`config.mk`:
```
export PLATFORM = sky130hd
export DESIGN_NAME = solitaire_keystream_cipher
export DESIGN_NICKNAME = d
export VERILOG_FILES = /design/src/rtl/skc_pkg.sv /design/src/rtl/solitaire_keystream_cipher.sv /design/src/rtl/skc_ram.sv /design/src/rtl/skc_datapath.sv /design/src/rtl/skc_ctrl.sv
export SDC_FILE = /design/constraint.sdc
export NUM_CORES = 1
export LEC_CHECK = 0
export BUFFER_PORTS_ARGS = -buffer_cell sky130_fd_sc_hd__buf_4
export CAP_MARGIN = 10
export CORE_ASPECT_RATIO = 1.75
export CORE_UTILIZATION = 35
export DETAILED_ROUTE_END_ITERATION = 8
export GPL_TIMING_DRIVEN = 0
export PLACE_DENSITY = 0.6
export SETUP_SLACK_MARGIN = 0.4
export SYNTH_ARGS = -nofsm -noshare
export SYNTH_HDL_FRONTEND = slang
export SYNTH_SLANG_ARGS = --single-unit
```
`constraint.sdc`:
```
create_clock -name clk -period 17.4 [get_ports clk]
set_clock_uncertainty 0.15 [all_clocks]
set_input_delay 3.48 -clock clk [delete_from_list [all_inputs] [get_ports clk]]
set_output_delay 3.48 -clock clk [all_outputs]
set_load 0.03 [all_outputs]
```
`src/rtl/skc_pkg.sv`:
```
// shared types and constants for the solitaire keystream cipher
package skc_pkg;

    localparam int DECK_N = 54;
    localparam logic [5:0] JOKER_A = 6'd53;
    localparam logic [5:0] JOKER_B = 6'd54;
    localparam logic [4:0] ALPHA = 5'd26;
    localparam int MAX_ROUNDS = 64;

    typedef enum logic [4:0] {
        ST_IDLE,
        ST_LOAD,
        ST_FIND_A,
        ST_MOVE_A,
        ST_FIND_B,
        ST_MOVE_B,
        ST_FIND_AB,
        ST_CUT3,
        ST_COPY3,
        ST_BOT,
        ST_CUTC,
        ST_COPYC,
        ST_TOP,
        ST_PICK,
        ST_RESULT,
        ST_OUT
    } state_t;

    typedef struct packed {
        logic start_find_a;
        logic start_find_b;
        logic start_find_ab;
        logic start_move_a;
        logic start_move_b;
        logic start_cut3;
        logic start_copy;
        logic start_cutc;
        logic rd_bottom;
        logic rd_top;
        logic rd_pick;
        logic do_load;
        logic do_result;
        logic do_zero;
    } cmd_t;

    typedef struct packed {
        logic busy;
        logic skip_cut3;
        logic skip_cutc;
        logic is_joker;
    } sts_t;

    function automatic logic [5:0] count_of(input logic [5:0] v);
        return (v > JOKER_A) ? JOKER_A : v;
    endfunction

    // ((v + 25) mod 26) + 1 for 6-bit v
    function automatic logic [4:0] reduce26(input logic [5:0] v);
        logic [6:0] t;
        t = {1'b0, v} + 7'd25;
        if (t >= 7'd78)
            t = t - 7'd78;
        else if (t >= 7'd52)
            t = t - 7'd52;
        else if (t >= 7'd26)
            t = t - 7'd26;
        return t[4:0] + 5'd1;
    endfunction

endpackage

```
`src/rtl/solitaire_keystream_cipher.sv`:
```
// top level of the solitaire keystream cipher
// Usage:
//   in channel (in_valid/in_stall): kind 0 loads card_value at position,
//   kind 1 ciphers letter with the next keystream value. All 54 positions
//   must be loaded before the first letter.
//   out channel (out_valid/out_stall): one result per request; out_letter
//   and keystream_value are 0 after a load.
//   cfg channel (cfg_valid/cfg_ready/cfg_data): decrypt_mode, 0 encrypt,
//   1 decrypt; write only while idle.
// Sequence: a letter runs keystream rounds, each a series of sweeps over
//   the single-read deck memory (three joker searches, triple cut and
//   copy, count cut and copy) plus the two joker moves and three single
//   reads. Joker outputs repeat the round, up to 64 rounds in all; a load
//   returns its result without running any round.
// One request is worked at a time; in_stall is high from accept until the
//   result has been taken. A stalled result holds on the outputs.
// Reset clears the controller and decrypt_mode; deck contents stay
//   undefined until loaded.
module solitaire_keystream_cipher (
    input  logic       clk,
    input  logic       rst_n,
    input  logic       in_valid,
    output logic       in_stall,
    input  logic       kind,
    input  logic [5:0] position,
    input  logic [5:0] card_value,
    input  logic [4:0] letter,
    output logic       out_valid,
    input  logic       out_stall,
    output logic [4:0] out_letter,
    output logic [4:0] keystream_value,
    input  logic       cfg_valid,
    output logic       cfg_ready,
    input  logic       cfg_data
);
    import skc_pkg::*;

    cmd_t       cmd;
    sts_t       sts;
    logic       idle, no_key, in_fire, out_fire;
    logic       dm_reg;
    logic       kind_reg;
    logic [5:0] pos_reg, card_reg;
    logic [4:0] let_reg;

    assign in_stall = !idle;
    assign in_fire = in_valid && idle;
    assign out_fire = out_valid && !out_stall;
    assign cfg_ready = 1'b1;

    always_ff @(posedge clk or negedge rst_n)
    begin
        if (!rst_n)
            dm_reg <= 1'b0;
        else if (cfg_valid)
            dm_reg <= cfg_data;
    end

    always_ff @(posedge clk)
    begin
        if (in_fire)
        begin
            kind_reg <= kind;
            pos_reg <= position;
            card_reg <= card_value;
            let_reg <= letter;
        end
    end

    skc_ctrl u_ctrl (
        .clk(clk), .rst_n(rst_n), .in_fire(in_fire), .kind(kind),
        .out_fire(out_fire), .sts(sts), .cmd(cmd), .idle(idle),
        .out_valid(out_valid), .no_key(no_key));

    skc_datapath u_dp (
        .clk(clk), .rst_n(rst_n), .cmd(cmd), .sts(sts),
        .position(pos_reg), .card_value(card_reg), .letter(let_reg),
        .decrypt_mode(dm_reg), .no_key(no_key),
        .out_letter(out_letter), .keystream_value(keystream_value));

    a_kind: assert property (@(posedge clk) disable iff (!rst_n)
        in_fire |=> kind_reg == $past(kind))
        else $error("request kind not captured");
    a_stall: assert property (@(posedge clk) disable iff (!rst_n)
        out_valid |-> in_stall)
        else $error("accepting while a result waits");
    a_cfg: assert property (@(posedge clk) disable iff (!rst_n)
        cfg_valid |=> dm_reg == $past(cfg_data))
        else $error("mode write lost");

endmodule

```
`src/rtl/skc_ram.sv`:
```
// generic ram with one write port and one registered read port
module skc_ram #(
    parameter int WIDTH = 6,
    parameter int DEPTH = 54
) (
    input  logic                     clk,
    input  logic                     we,
    input  logic [$clog2(DEPTH)-1:0] waddr,
    input  logic [WIDTH-1:0]         wdata,
    input  logic [$clog2(DEPTH)-1:0] raddr,
    output logic [WIDTH-1:0]         rdata
);

    logic [WIDTH-1:0] mem [DEPTH];

    always_ff @(posedge clk)
    begin
        if (we)
            mem[waddr] <= wdata;
        rdata <= mem[raddr];
    end

endmodule

```
`src/rtl/skc_datapath.sv`:
```
// deck storage and sequenced deck operations
module skc_datapath (
    input  logic               clk,
    input  logic               rst_n,
    input  skc_pkg::cmd_t      cmd,
    output skc_pkg::sts_t      sts,
    input  logic [5:0]         position,
    input  logic [5:0]         card_value,
    input  logic [4:0]         letter,
    input  logic               decrypt_mode,
    input  logic               no_key,
    output logic [4:0]         out_letter,
    output logic [4:0]         keystream_value
);
    import skc_pkg::*;

    typedef enum logic [3:0] {
        OP_NONE,
        OP_FIND,
        OP_MOVE,
        OP_CUT,
        OP_COPY,
        OP_READ
    } op_t;

    // main deck and scratch deck
    logic       m_we, s_we;
    logic [5:0] m_wa, m_ra, s_wa, s_ra;
    logic [5:0] m_wd, s_wd, m_rd, s_rd;

    skc_ram #(.WIDTH(6), .DEPTH(DECK_N)) u_main (
        .clk(clk), .we(m_we), .waddr(m_wa), .wdata(m_wd), .raddr(m_ra), .rdata(m_rd));
    skc_ram #(.WIDTH(6), .DEPTH(DECK_N)) u_tmp (
        .clk(clk), .we(s_we), .waddr(s_wa), .wdata(s_wd), .raddr(s_ra), .rdata(s_rd));

    op_t        op_reg, op_next;
    logic [5:0] i_reg, i_next;        // read index
    logic       pv_reg, pv_next;      // read data valid
    logic [5:0] pi_reg, pi_next;      // index of data now on rdata
    logic [5:0] lim_reg, lim_next;    // last index
    logic [5:0] tgt_reg, tgt_next;    // card searched
    logic [6:0] pa_reg, pa_next;      // position of a, 7'h7f absent
    logic [6:0] pb_reg, pb_next;
    logic       fab_reg, fab_next;    // searching both
    logic [5:0] mc_reg, mc_next;      // moved card
    logic [5:0] from_reg, from_next;
    logic [5:0] to_reg, to_next;
    logic       dn_reg, dn_next;      // moving down
    logic [5:0] cn_reg, cn_next;      // count cut n
    logic [5:0] rd_reg, rd_next;      // latched read value
    logic [4:0] ol_reg, ol_next, ks_reg, ks_next;
    logic [5:0] f_w, s_w;

    assign f_w = (pa_reg < pb_reg) ? pa_reg[5:0] : pb_reg[5:0];
    assign s_w = (pa_reg < pb_reg) ? pb_reg[5:0] : pa_reg[5:0];

    // triple cut destination of source index pi
    function automatic logic [5:0] cut3_dst(input logic [5:0] p, input logic [5:0] f,
                                            input logic [5:0] s);
        logic [5:0] r;
        if (p > s)
            r = p - s - 6'd1;
        else if (p >= f)
            r = p + 6'd53 - s - f;
        else
            r = p + 6'd54 - f;
        return r;
    endfunction

    function automatic logic [4:0] res_letter(input logic [4:0] l, input logic [4:0] k,
                                              input logic dm);
        logic [6:0] t;
        // letter + 25 +/- k, then reduce mod 26 and add 1
        if (dm)
            t = {2'b0, l} + 7'd51 - {2'b0, k};
        else
            t = {2'b0, l} + {2'b0, k} + 7'd25;
        if (t >= 7'd78)
            t = t - 7'd78;
        else if (t >= 7'd52)
            t = t - 7'd52;
        else if (t >= 7'd26)
            t = t - 7'd26;
        return t[4:0] + 5'd1;
    endfunction

    always_comb
    begin
        op_next = op_reg;
        i_next = i_reg;
        pv_next = 1'b0;
        pi_next = i_reg;
        lim_next = lim_reg;
        tgt_next = tgt_reg;
        pa_next = pa_reg;
        pb_next = pb_reg;
        fab_next = fab_reg;
        mc_next = mc_reg;
        from_next = from_reg;
        to_next = to_reg;
        dn_next = dn_reg;
        cn_next = cn_reg;
        rd_next = rd_reg;
        ol_next = ol_reg;
        ks_next = ks_reg;
        m_we = 1'b0;
        m_wa = position;
        m_wd = card_value;
        m_ra = i_reg;
        s_we = 1'b0;
        s_wa = pi_reg;
        s_wd = m_rd;
        s_ra = i_reg;

        unique case (op_reg)
            OP_NONE: ;
            OP_FIND:
            begin
                if (i_reg != 6'd63)
                begin
                    pv_next = 1'b1;
                    i_next = (i_reg == lim_reg) ? 6'd63 : i_reg + 6'd1;
                end
                if (pv_reg)
                begin
                    if (fab_reg)
                    begin
                        if (m_rd == JOKER_A && pa_reg == 7'h7f)
                            pa_next = {1'b0, pi_reg};
                        if (m_rd == JOKER_B && pb_reg == 7'h7f)
                            pb_next = {1'b0, pi_reg};
                    end
                    else if (m_rd == tgt_reg && pa_reg == 7'h7f)
                    begin
                        // single search marks both so absence reads the same way
                        pa_next = {1'b0, pi_reg};
                        pb_next = {1'b0, pi_reg};
                    end
                end
                if (!pv_reg && i_reg == 6'd63)
                    op_next = OP_NONE;
            end
            OP_MOVE:
            begin
                // shift each card between from and to a step toward from, then drop the moved card at to
                if (i_reg != 6'd63)
                begin
                    pv_next = 1'b1;
                    if (i_reg == lim_reg)
                        i_next = 6'd63;
                    else
                        i_next = dn_reg ? i_reg + 6'd1 : i_reg - 6'd1;
                end
                if (pv_reg)
                begin
                    m_we = 1'b1;
                    m_wa = dn_reg ? pi_reg - 6'd1 : pi_reg + 6'd1;
                    m_wd = m_rd;
                end
                if (!pv_reg && i_reg == 6'd63)
                begin
                    m_we = 1'b1;
                    m_wa = to_reg;
                    m_wd = mc_reg;
                    op_next = OP_NONE;
                end
            end
            OP_CUT:
            begin
                // main -> scratch at rearranged places
                if (i_reg != 6'd63)
                begin
                    pv_next = 1'b1;
                    i_next = (i_reg == lim_reg) ? 6'd63 : i_reg + 6'd1;
                end
                if (pv_reg)
                begin
                    s_we = 1'b1;
                    s_wd = m_rd;
                    if (cn_reg == 6'd0)
                        s_wa = cut3_dst(pi_reg, f_w, s_w);
                    else if (pi_reg == 6'd53)
                        s_wa = pi_reg;
                    else if (pi_reg >= cn_reg)
                        s_wa = pi_reg - cn_reg;
                    else
                        s_wa = pi_reg + 6'd53 - cn_reg;
                end
                if (!pv_reg && i_reg == 6'd63)
                    op_next = OP_NONE;
            end
            OP_COPY:
            begin
                if (i_reg != 6'd63)
                begin
                    pv_next = 1'b1;
                    i_next = (i_reg == lim_reg) ? 6'd63 : i_reg + 6'd1;
                end
                if (pv_reg)
                begin
                    m_we = 1'b1;
                    m_wa = pi_reg;
                    m_wd = s_rd;
                end
                if (!pv_reg && i_reg == 6'd63)
                    op_next = OP_NONE;
            end
            OP_READ:
            begin
                if (pv_reg)
                begin
                    rd_next = m_rd;
                    op_next = OP_NONE;
                end
                else
                    pv_next = 1'b1;
            end
            default: op_next = OP_NONE;
        endcase

        if (cmd.do_load)
            m_we = (position < 6'(DECK_N));
        if (cmd.start_find_a || cmd.start_find_b || cmd.start_find_ab)
        begin
            op_next = OP_FIND;
            i_next = 6'd0;
            lim_next = 6'(DECK_N - 1);
            tgt_next = cmd.start_find_b ? JOKER_B : JOKER_A;
            fab_next = cmd.start_find_ab;
            pa_next = 7'h7f;
            pb_next = 7'h7f;
        end
        if (cmd.start_move_a || cmd.start_move_b)
        begin
            from_next = pa_reg[5:0];
            if (cmd.start_move_a)
                to_next = (pa_reg[5:0] < 6'(DECK_N - 1)) ? pa_reg[5:0] + 6'd1 : 6'd1;
            else
                to_next = (pa_reg[5:0] < 6'(DECK_N - 2)) ? pa_reg[5:0] + 6'd2
                                                         : pa_reg[5:0] - 6'd51;
            mc_next = cmd.start_move_a ? JOKER_A : JOKER_B;
            dn_next = (to_next > from_next);
            op_next = OP_MOVE;
            // cards from+1..to move up, or to..from-1 move down one place
            i_next = dn_next ? from_next + 6'd1 : from_next - 6'd1;
            lim_next = to_next;
        end
        if (cmd.start_cut3)
        begin
            op_next = OP_CUT;
            cn_next = 6'd0;
            i_next = 6'd0;
            lim_next = 6'(DECK_N - 1);
        end
        if (cmd.start_cutc)
        begin
            op_next = OP_CUT;
            cn_next = count_of(rd_reg);
            i_next = 6'd0;
            lim_next = 6'(DECK_N - 1);
        end
        if (cmd.start_copy)
        begin
            op_next = OP_COPY;
            i_next = 6'd0;
            lim_next = 6'(DECK_N - 1);
        end
        if (cmd.rd_bottom || cmd.rd_top || cmd.rd_pick)
        begin
            op_next = OP_READ;
            pv_next = 1'b0;
            if (cmd.rd_bottom)
                i_next = 6'(DECK_N - 1);
            else if (cmd.rd_top)
                i_next = 6'd0;
            else
                i_next = count_of(rd_reg);
        end
        if (cmd.do_result)
        begin
            ks_next = no_key ? 5'd0 : reduce26(rd_reg);
            ol_next = res_letter(letter, ks_next, decrypt_mode);
        end
        if (cmd.do_zero)
        begin
            ks_next = 5'd0;
            ol_next = 5'd0;
        end
    end

    always_ff @(posedge clk or negedge rst_n)
    begin
        if (!rst_n)
        begin
            op_reg <= OP_NONE;
            pv_reg <= 1'b0;
            i_reg <= 6'd63;
        end
        else
        begin
            op_reg <= op_next;
            pv_reg <= pv_next;
            i_reg <= i_next;
        end
    end

    always_ff @(posedge clk)
    begin
        pi_reg <= pi_next;
        lim_reg <= lim_next;
        tgt_reg <= tgt_next;
        pa_reg <= pa_next;
        pb_reg <= pb_next;
        fab_reg <= fab_next;
        mc_reg <= mc_next;
        from_reg <= from_next;
        to_reg <= to_next;
        dn_reg <= dn_next;
        cn_reg <= cn_next;
        rd_reg <= rd_next;
        ol_reg <= ol_next;
        ks_reg <= ks_next;
    end

    always_comb
    begin
        sts.busy = (op_reg != OP_NONE);
        sts.skip_cut3 = (pa_reg == 7'h7f) || (pb_reg == 7'h7f);
        sts.skip_cutc = (count_of(rd_reg) == 6'd0) || (count_of(rd_reg) == 6'(DECK_N - 1));
        sts.is_joker = (rd_reg == JOKER_A) || (rd_reg == JOKER_B);
    end

    assign out_letter = ol_reg;
    assign keystream_value = ks_reg;

endmodule

```
`src/rtl/skc_ctrl.sv`:
```
// sequencer for loads and keystream rounds
module skc_ctrl (
    input  logic           clk,
    input  logic           rst_n,
    input  logic           in_fire,
    input  logic           kind,
    input  logic           out_fire,
    input  skc_pkg::sts_t  sts,
    output skc_pkg::cmd_t  cmd,
    output logic           idle,
    output logic           out_valid,
    output logic           no_key
);
    import skc_pkg::*;

    state_t     state_reg, state_next;
    logic [6:0] rnd_reg, rnd_next;
    logic       run_reg, run_next;   // step issued, waiting for datapath

    always_comb
    begin
        state_next = state_reg;
        rnd_next = rnd_reg;
        run_next = 1'b0;
        unique case (state_reg)
            ST_IDLE:
                if (in_fire)
                begin
                    state_next = kind ? ST_FIND_A : ST_LOAD;
                    rnd_next = 7'd0;
                end
            ST_LOAD: state_next = ST_OUT;
            ST_FIND_A, ST_MOVE_A, ST_FIND_B, ST_MOVE_B, ST_FIND_AB, ST_CUT3,
            ST_COPY3, ST_BOT, ST_CUTC, ST_COPYC, ST_TOP, ST_PICK:
            begin
                run_next = 1'b1;
                if (run_reg && !sts.busy)
                begin
                    run_next = 1'b0;
                    unique case (state_reg)
                        ST_FIND_A: state_next = sts.skip_cut3 ? ST_FIND_B : ST_MOVE_A;
                        ST_MOVE_A: state_next = ST_FIND_B;
                        ST_FIND_B: state_next = sts.skip_cut3 ? ST_FIND_AB : ST_MOVE_B;
                        ST_MOVE_B: state_next = ST_FIND_AB;
                        ST_FIND_AB: state_next = sts.skip_cut3 ? ST_BOT : ST_CUT3;
                        ST_CUT3: state_next = ST_COPY3;
                        ST_COPY3: state_next = ST_BOT;
                        ST_BOT: state_next = sts.skip_cutc ? ST_TOP : ST_CUTC;
                        ST_CUTC: state_next = ST_COPYC;
                        ST_COPYC: state_next = ST_TOP;
                        ST_TOP: state_next = ST_PICK;
                        ST_PICK:
                        begin
                            rnd_next = rnd_reg + 7'd1;
                            if (!sts.is_joker || rnd_next == 7'(MAX_ROUNDS))
                                state_next = ST_RESULT;
                            else
                                state_next = ST_FIND_A;
                        end
                        default: state_next = ST_IDLE;
                    endcase
                end
            end
            ST_RESULT: state_next = ST_OUT;
            ST_OUT:
                if (out_fire)
                    state_next = ST_IDLE;
            default: state_next = ST_IDLE;
        endcase
    end

    always_comb
    begin
        cmd = '0;
        if (!run_reg)
        begin
            unique case (state_reg)
                ST_FIND_A: cmd.start_find_a = 1'b1;
                ST_MOVE_A: cmd.start_move_a = 1'b1;
                ST_FIND_B: cmd.start_find_b = 1'b1;
                ST_MOVE_B: cmd.start_move_b = 1'b1;
                ST_FIND_AB: cmd.start_find_ab = 1'b1;
                ST_CUT3: cmd.start_cut3 = 1'b1;
                ST_COPY3, ST_COPYC: cmd.start_copy = 1'b1;
                ST_BOT: cmd.rd_bottom = 1'b1;
                ST_CUTC: cmd.start_cutc = 1'b1;
                ST_TOP: cmd.rd_top = 1'b1;
                ST_PICK: cmd.rd_pick = 1'b1;
                default: ;
            endcase
        end
        cmd.do_load = (state_reg == ST_LOAD);
        cmd.do_zero = (state_reg == ST_LOAD);
        cmd.do_result = (state_reg == ST_RESULT);
    end

    assign idle = (state_reg == ST_IDLE);
    assign out_valid = (state_reg == ST_OUT);
    assign no_key = sts.is_joker;

    always_ff @(posedge clk or negedge rst_n)
    begin
        if (!rst_n)
        begin
            state_reg <= ST_IDLE;
            rnd_reg <= 7'd0;
            run_reg <= 1'b0;
        end
        else
        begin
            state_reg <= state_next;
            rnd_reg <= rnd_next;
            run_reg <= run_next;
        end
    end

    a_one_cmd: assert property (@(posedge clk) disable iff (!rst_n)
        $countones({cmd.start_find_a, cmd.start_find_b, cmd.start_find_ab,
                    cmd.start_move_a, cmd.start_move_b, cmd.start_cut3,
                    cmd.start_copy, cmd.start_cutc, cmd.rd_bottom, cmd.rd_top,
                    cmd.rd_pick}) <= 1)
        else $error("several datapath commands at once");
    a_rounds: assert property (@(posedge clk) disable iff (!rst_n)
        rnd_reg <= 7'(MAX_ROUNDS))
        else $error("round counter overran");
    a_result: assert property (@(posedge clk) disable iff (!rst_n)
        state_reg == ST_RESULT |=> state_reg == ST_OUT)
        else $error("result not presented");
    a_hold: assert property (@(posedge clk) disable iff (!rst_n)
        state_reg == ST_OUT && !out_fire |=> state_reg == ST_OUT)
        else $error("result dropped while stalled");

endmodule
```
# Word level (Yosys, flattened, before mapping)
# Memory sizes are Yosys's and may differ from the RTL's. A register that Yosys moved wholly into a read port is not among the register bits.
# Index checks and enable logic that the tools add are counted.
[word_totals]
inputBits = 24
ramBits = 648
memories = 2
out_inout_bits = 13
elab_cells = 270
ff_bits = 110
[classes]
mux = 111
add_sub_neg = 31
n_reduce_logical = 44
magnitude_cmp = 15
n_eq_ne = 44
[memory_table]
columns = ["memory", "depth", "word_bits", "rd", "rd_ports_with_merged_regs", "wr", "line_no", "text"]
rows = [
  ["u_dp.u_main.mem", 54, 6, 1, 1, 1, "skc_ram.sv:14", "logic [WIDTH-1:0] mem [DEPTH];"],
  ["u_dp.u_tmp.mem", 54, 6, 1, 1, 1, "skc_ram.sv:14", ""],
]
[ops]
columns = ["op", "n"]
rows = [
  ["$mux W6", 39],
  ["$mux W7", 10],
  ["$mux W5", 12],
  ["$pmux W5 S12", 1],
  ["$eq A6 B6 Y1 const B", 7],
  ["$eq A5 B4 Y1 const B", 8],
  ["$mux W4", 10],
  ["$pmux W6 S2", 3],
  ["$sub A6 B6 Y6", 6],
  ["$mux W1", 24],
  ["$sub A6 B1 Y6 const B", 4],
  ["$eq A7 B7 Y1 const B", 3],
  ["$eq A5 B3 Y1 const B", 4],
  ["$pmux W5 S4", 1],
  ["$sub A5 B5 Y5 const B", 4],
  ["$add A6 B1 Y6 const B", 3],
  ["$lt A6 B6 Y1 const B", 3],
  ["$ne A8 B1 Y1 const B", 2],
  ["$ne A8 B4 Y1 const B", 2],
  ["$ge A7 B5 Y1 const B", 2],
  ["$ge A7 B6 Y1 const B", 2],
  ["$ge A7 B7 Y1 const B", 2],
  ["$pmux W7 S2", 1],
  ["$add A6 B6 Y6 const B", 2],
  ["45 further kinds", 90],
]

# Depth between registers and ports, before layout
[depth]
ltp_word = 18
mapped_depth = 33

# Cells and area by module
# Synthesis repeated with hierarchy kept, for this count alone.
[unflattened]
hier_cells = 2520
hier_area_um2 = 35850.6
[by_module_without_submodules]
columns = ["mod", "instances", "area_per_inst_um2", "cells_per_inst", "seq_area_each_um2"]
rows = [
  ["skc_ram at u_dp.u_tmp", 1, 13161.4, 687, 9849.4],
  ["skc_ram at u_dp.u_main", 1, 13155.1, 694, 9849.4],
  ["skc_datapath", 1, 7990.2, 994, 1699.1],
  ["skc_ctrl", 1, 965.9, 121, 300.3],
  ["solitaire_keystream_cipher", 1, 578.1, 24, 535.5],
]

# Worst setup path before layout
# No wires, ideal clock.
[synth_path]
kind = "register to register"
from = "register u_dp.rd_reg[1]"
to = "register u_dp.ol_reg[4], in the netlist u_dp.out_letter[4]"
t_required_ns = 17.154
t_arrival_ns = 6.432
path_slack_ns = 10.722
path_stages_with_launch = 33
period_less_slack_ns = 6.678
path_buffers = 1
setup_ns = 0.096
path_cell_list = "edfxtp_1 -> ha_1 -> buf_2 -> xnor2_1 -> inv_1 -> ha_1 -> nor2_1 -> a31oi_4 -> a41oi_2 -> a21oi_1 -> xnor2_1 -> ha_1 -> nor2_1 -> mux2_4 -> o211ai_4 -> inv_2 -> fa_1 -> xnor2_1 -> o32ai_2 -> a31o_1 -> nor2_2 -> ha_1 -> nand3_1 -> a21oi_1 -> o211ai_1 -> nand2_1 -> a31oi_1 -> xnor2_1 -> inv_1 -> ha_1 -> nor3b_2 -> and4_1 -> o41ai_2"
[synth_between]
elab_chain_cells = 18
[synth_rtl]
columns = ["item", "line_no", "text"]
rows = [
  ["start, declared", "skc_datapath.sv:50", "logic [5:0] rd_reg, rd_next;"],
  ["start signal, assigned", "skc_datapath.sv:320", "rd_reg <= rd_next;"],
  ["$add A6 B5 Y7", "skc_pkg.sv:60", "t = {1'b0, v} + 7'd25;"],
  ["$ge A7 B5 Y1 / $sub A5 B5 Y5 (equally long branches)", "skc_pkg.sv:65, skc_pkg.sv:66", ""],
  ["$mux W5", "skc_pkg.sv:65", "else if (t >= 7'd26)"],
  ["$mux W5", "skc_pkg.sv:63", "else if (t >= 7'd52)"],
  ["$mux W5", "skc_pkg.sv:61", "if (t >= 7'd78)"],
  ["$mux W5", "skc_datapath.sv:279", "if (cmd.do_result)"],
  ["$add A5 B1 Y5", "skc_pkg.sv:67", "return t[4:0] + 5'd1;"],
  ["$mux W5 (*)", "skc_datapath.sv:281", "ks_next = no_key ? 5'd0 : reduce26(rd_reg);"],
  ["[2 not listed]", "-", ""],
  ["$mux W7 (*)", "skc_datapath.sv:74", "if (dm)"],
  ["$mux W7 (*)", "skc_datapath.sv:279", ""],
  ["$ge A7 B5 Y1 / $sub A5 B5 Y5 (equally long branches)", "skc_datapath.sv:82, skc_datapath.sv:83", ""],
  ["$mux W5", "skc_datapath.sv:82", "else if (t >= 7'd26)"],
  ["$mux W5", "skc_datapath.sv:80", "else if (t >= 7'd52)"],
  ["$mux W5 (*)", "skc_datapath.sv:78", "if (t >= 7'd78)"],
  ["$mux W5 (*)", "skc_datapath.sv:279", ""],
  ["$add A5 B1 Y5 (*)", "skc_datapath.sv:84", "return t[4:0] + 5'd1;"],
  ["end signal, assigned", "skc_datapath.sv:321", "ol_reg <= ol_next;"],
  ["end, declared", "skc_datapath.sv:51", "logic [4:0] ol_reg, ol_next, ks_reg, ks_next;"],
]
# Mark *: on every way between the ends. The rest lies on a longest branch, timed or not. The select of a mux whose other input is x is not followed.
# A chain may end at the register's enable or synchronous reset.

# Final worst setup path
[layout_path]
from = "register u_dp.pa_reg[0]"
to = "memory u_dp.u_tmp.mem[30][2], enable pin"
[layout_between]
elab_chain_cells = 9
[layout_rtl]
columns = ["item", "line_no", "text"]
rows = [
  ["start, declared", "skc_datapath.sv:42", "logic [6:0] pa_reg, pa_next;"],
  ["start signal, assigned", "skc_datapath.sv:312", "pa_reg <= pa_next;"],
  ["$lt A7 B7 Y1", "skc_datapath.sv:54, skc_datapath.sv:55", ""],
  ["$mux W6", "skc_datapath.sv:55", "assign s_w = (pa_reg < pb_reg) ? pb_reg[5:0] : pa_reg[5:0];"],
  ["$sub A6 B6 Y6 (2 in a row)", "skc_datapath.sv:64", "r = p + 6'd53 - s - f;"],
  ["$mux W6", "skc_datapath.sv:63", "else if (p >= f)"],
  ["$mux W6 (*)", "skc_datapath.sv:61", "if (p > s)"],
  ["$mux W6 (*)", "skc_datapath.sv:180", "if (cn_reg == 6'd0)"],
  ["$mux W6 (*)", "skc_datapath.sv:176", "if (pv_reg)"],
  ["$mux W6 (*)", "skc_datapath.sv:115", "unique case (op_reg)"],
  ["end, declared", "skc_ram.sv:14", ""],
]
# Mark *: on every way between the ends. The rest lies on a longest branch, timed or not.

==> flow_results.xml <==
<?xml version="1.0" encoding="UTF-8"?>
<metrics>
  <group name="yosys">
    <metric name="synth_largest_type_area_fraction" unit="%">58.4</metric>
    <metric name="synth_seq_area_share" unit="%">62.8</metric>
    <metric name="postSynthAreaPerCell" unit="um2">13.7</metric>
    <metric name="yosys_register_bits" unit="">760</metric>
    <metric name="number_of_warning_messages_in_the_yosys_log" unit="">0</metric>
    <metric name="synthFlopType" unit="">sky130_fd_sc_hd__edfxtp_1</metric>
    <metric name="netlist_top_cells_count" unit="">sky130_fd_sc_hd__edfxtp_1 (689), sky130_fd_sc_hd__nor2_1 (267), sky130_fd_sc_hd__mux2i_1 (169)</metric>
    <metric name="synth.distinct_cells" unit="">98</metric>
    <metric name="synthCells" unit="">2584</metric>
    <metric name="ys_async_sr_fraction" unit="%">3.03</metric>
    <metric name="synth_area" unit="um2">35400</metric>
    <metric name="synth.largest_area_cell" unit="">sky130_fd_sc_hd__edfxtp_1</metric>
    <metric name="synth-edff-count" unit="">689</metric>
    <metric name="synthMostInstantiatedCell" unit="">sky130_fd_sc_hd__edfxtp_1</metric>
    <metric name="net_count_after_synthesis" unit="">2723</metric>
    <metric name="post_synth_main_area_contributors" unit="">sky130_fd_sc_hd__edfxtp_1 (58%), sky130_fd_sc_hd__mux4_2 (5.7%), sky130_fd_sc_hd__mux2i_1 (4.8%)</metric>
  </group>
  <group name="power_and_ir_drop">
    <metric name="power.share.switching" unit="%">43.8</metric>
    <metric name="power.ir.vdd_worst" unit="V">0.000187</metric>
    <metric name="power.share.combinational" unit="%">51.0</metric>
    <metric name="cell_internal_pwr" unit="mW">4.69</metric>
    <metric name="share_clk_of_total_power" unit="%">18.9</metric>
    <metric name="power_frac_seq" unit="%">30.1</metric>
    <metric name="net-switching-power" unit="mW">3.66</metric>
    <metric name="cellLeakagePower" unit="nW">13.8</metric>
    <metric name="pwr_density_cell" unit="nW/um2">208</metric>
  </group>
  <group name="layout">
    <metric name="finish.cell_count_without_fillers" unit="">4092</metric>
    <metric name="drive_gt1_share" unit="%">11.9</metric>
    <metric name="post-route-util" unit="%">39.9</metric>
    <metric name="fin_nets" unit="">2847</metric>
    <metric name="layout-area-overhead-vs-synth" unit="%">13.2</metric>
    <metric name="top_regs" unit="">u_dp.u_main.mem: 324 flops, u_dp.u_tmp.mem: 324 flops</metric>
  </group>
  <group name="global_route">
    <metric name="number_of_global_route_vias_before_repair" unit="">23079</metric>
    <metric name="grtUsageTotal" unit="%">21.4</metric>
    <metric name="grt_max_degree" unit="">39</metric>
    <metric name="grt.overflow.total" unit="">0</metric>
    <metric name="grt_first_pass_wirelength" unit="um">157000</metric>
    <metric name="grt_antenna_before_repair" unit="">0</metric>
  </group>
  <group name="placement">
    <metric name="dp_hpwl" unit="um">81100</metric>
    <metric name="gpl.final_weighted_congestion" unit="">0.995</metric>
    <metric name="placement.io_buffers" unit="">35</metric>
    <metric name="placedCellCount" unit="">3961</metric>
  </group>
  <group name="cts">
    <metric name="h-tree-depth" unit="">3</metric>
    <metric name="cts_repair_resizes" unit="">0</metric>
    <metric name="max-clock-path-buffers" unit="">3</metric>
    <metric name="cts_tree" unit="">yes</metric>
    <metric name="cts.sinks" unit="">760</metric>
    <metric name="total_of_hold_buffers_inserted_after_clock_tree_synthesis" unit="">0</metric>
    <metric name="cts.reportedPaths.clkPinSlew" unit="ns">0.06</metric>
    <metric name="post_cts_setup_inserts" unit="">0</metric>
    <metric name="cts_made_buffers" unit="">69</metric>
    <metric name="clock_insertion_delay_worst_skew" unit="ns">0.66</metric>
    <metric name="cts_root_buffer" unit="">sky130_fd_sc_hd__clkbuf_16</metric>
  </group>
  <group name="route">
    <metric name="drt_iter0_markers" unit="">2053</metric>
    <metric name="via_per_inst" unit="">5.58</metric>
    <metric name="ant_nets" unit="">0</metric>
    <metric name="post-route-drc-count" unit="">0</metric>
    <metric name="avgRoutedWirePerCell" unit="um">27.1</metric>
    <metric name="drt_first_pass_iters" unit="">6</metric>
    <metric name="vias" unit="">22826</metric>
    <metric name="wire_length_reported_by_the_detailed_router" unit="um">111000</metric>
  </group>
  <group name="flow_run">
    <metric name="maxCapViolations" unit="">0</metric>
  </group>
  <group name="die">
    <metric name="die_area" unit="um2">103000</metric>
    <metric name="die_h" unit="um">423</metric>
    <metric name="initial_utilization" unit="%">35.3</metric>
    <metric name="core_area" unit="um2">100000</metric>
    <metric name="number_of_placed_i_o_pins" unit="">37</metric>
    <metric name="floorplan.rows" unit="">154</metric>
    <metric name="die_w" unit="um">242</metric>
  </group>
  <group name="critical_path">
    <metric name="crit_arrival" unit="ns">8.63</metric>
    <metric name="critical_path.startpoint_type" unit="">flip-flop</metric>
    <metric name="r2r_start" unit="">u_dp.pa_reg[0]</metric>
    <metric name="worst_ep_required_time" unit="ns">17.51</metric>
    <metric name="critPathLaunch" unit="">u_dp.pa_reg[0]</metric>
    <metric name="timing.critical_path.slowest_stage_cell" unit="">sky130_fd_sc_hd__o21ai_0</metric>
    <metric name="number_of_cells_on_the_worst_reg_to_reg_path" unit="">29</metric>
    <metric name="critPathMaxFanout" unit="">10</metric>
    <metric name="timing_worst_setup_path_type" unit="">flip-flop to flip-flop</metric>
    <metric name="timing.critical_path.to_type" unit="">flip-flop</metric>
    <metric name="critical_path.most_common_cell" unit="">sky130_fd_sc_hd__nor2_1</metric>
    <metric name="cpPeakStageDelay" unit="ns">0.86</metric>
  </group>
  <group name="timing">
    <metric name="grt_setup_unrepaired" unit="">false</metric>
    <metric name="clock_period_minus_worst_slack" unit="ns">8.53</metric>
    <metric name="max_slew.worst_pin.slew" unit="ns">1.34</metric>
    <metric name="finalHoldViolCount" unit="">0</metric>
    <metric name="setup-violations-final" unit="">0</metric>
    <metric name="fin_crit_sh" unit="%">49.0</metric>
    <metric name="final_report_max_slew_violation_count" unit="">0</metric>
    <metric name="achievable-frequency" unit="MHz">117</metric>
    <metric name="setup_tns" unit="ns">0</metric>
    <metric name="relSlewSlack" unit="%">10.5</metric>
  </group>
  <group name="min_path">
    <metric name="whs_path_depth" unit="">0</metric>
    <metric name="worst_hold_startpoint" unit="">u_dp.i_reg[4]</metric>
    <metric name="worst_hold_class" unit="">flip-flop to flip-flop</metric>
  </group>
  <group name="run_status">
    <metric name="status" unit="">finished, final reports clean</metric>
  </group>
</metrics>
[layer usage]
metal	routed length, um	global-route usage [%]	up-vias	part of all wire, %
li1	-	-	10120	-
met1	35800	20.9	11469	32
met2	59700	40.4	916	54
met3	5920	2.87	321	5.3
met4	9530	16.4	0	8.6
met5	0	0	-	0
[cell type report]
type / instances / area, um2
Fill cell: 9276 / 60300
Sequential cell: 760 / 22200
Multi-Input combinational cell: 1594 / 12400
Clock buffer: 94 / 1990
Tap cell: 1326 / 1660
Timing Repair Buffer: 53 / 612
Buffer: 131 / 517
Inverter: 99 / 372
Clock inverter: 34 / 335
Antenna cell: 1 / 2.50
[worst max-delay path, delay by kind of cell (launching register included)]
| kind | cells | cell delay (ns) |
|---|---|---|
| simple gates | 11 | 2.13 |
| flops | 1 | 0.34 |
| fa+ha+maj | 2 | 0.55 |
| buf+inv | 4 | 1.13 |
| compound gates | 12 | 3.84 |
[cell families (layout without fill, tap and decap cells)]
group                    count (synthesis)  in the layout  share of synthesized area, %
flip-flops                             760            760                          62.8
adder cells (fa/ha/maj)                115            115                          4.32
AND/OR/NAND/NOR                        589            589                          7.45
AO/OA/AOI/OAI                          543            543                          10.2
multiplexers                           275            275                          11.0
XOR/XNOR                                71             71                          1.79
buffers and inverters                  230            411                          2.50
other                                    1              2                        0.0106
[power groups by stage]
stage | clock, mW | combinational, mW | sequential, mW
final | 1.58 | 4.26 | 2.52
after global routing | 1.65 | 4.52 | 2.53
after CTS | 1.59 | 4.21 | 2.52
after detailed placement | 0 | 4.19 | 2.55
after global placement | 0 | 3.97 | 2.69
after floorplan | 0 | 2.64 | 2.54
[metrics by stage]
| stage | power (mW) | setup slack, ns | hold WS, ns | instance area, um2 |
|---|---|---|---|---|
| 2_1_floorplan | 5.17 | 10.72 | 0.244 | 35400 |
| 3_3_place_gp | 6.65 | 8.60 | 0.246 | 37300 |
| 6_report | 8.36 | 8.87 | 0.260 | 40100 |
| 3_5_place_dp | 6.74 | 8.91 | 0.250 | 37700 |
| 4_1_cts | 8.32 | 8.87 | 0.260 | 40100 |
| 5_1_grt | 8.70 | 8.41 | 0.262 | 40100 |
[worst paths after layout]
| check | endpoint | slack, ns |
|---|---|---|
| worst max-delay path | u_dp.u_tmp.mem[30][2] | 8.87 |
| worst min-delay path | u_dp.pi_reg[4] | 0.26 |
| worst max register to register | u_dp.u_tmp.mem[30][2] | 8.87 |
| worst min register to register | u_dp.pi_reg[4] | 0.26 |
| max in group asynchronous | u_dp.i_reg[3] | 14.21 |
| min in group asynchronous | dm_reg | 2.57 |
[placed cells by master (no fill, tap or decap), drive strengths merged, types with 13 or more instances in the layout]
| master | count |
|---|---|
| dfxtp | 48 |
| nand2 | 143 |
| mux2 | 17 |
| nor3 | 19 |
| nand2b | 24 |
| o211ai | 32 |
| clkinv | 22 |
| o221ai | 40 |
| xnor2 | 50 |
| and3 | 15 |
| nor2 | 269 |
| a21oi | 141 |
| o22ai | 48 |
| a21o | 32 |
| mux2i | 169 |
| clkbuf | 193 |
| edfxtp | 689 |
| nor2b | 13 |
| ha | 103 |
| dfrtp | 17 |
| xor2 | 20 |
| inv | 102 |
| nand3 | 44 |
| buf | 85 |
| mux4 | 89 |
| o21ai | 133 |
Note: power is estimated with default switching activity, not from simulation.
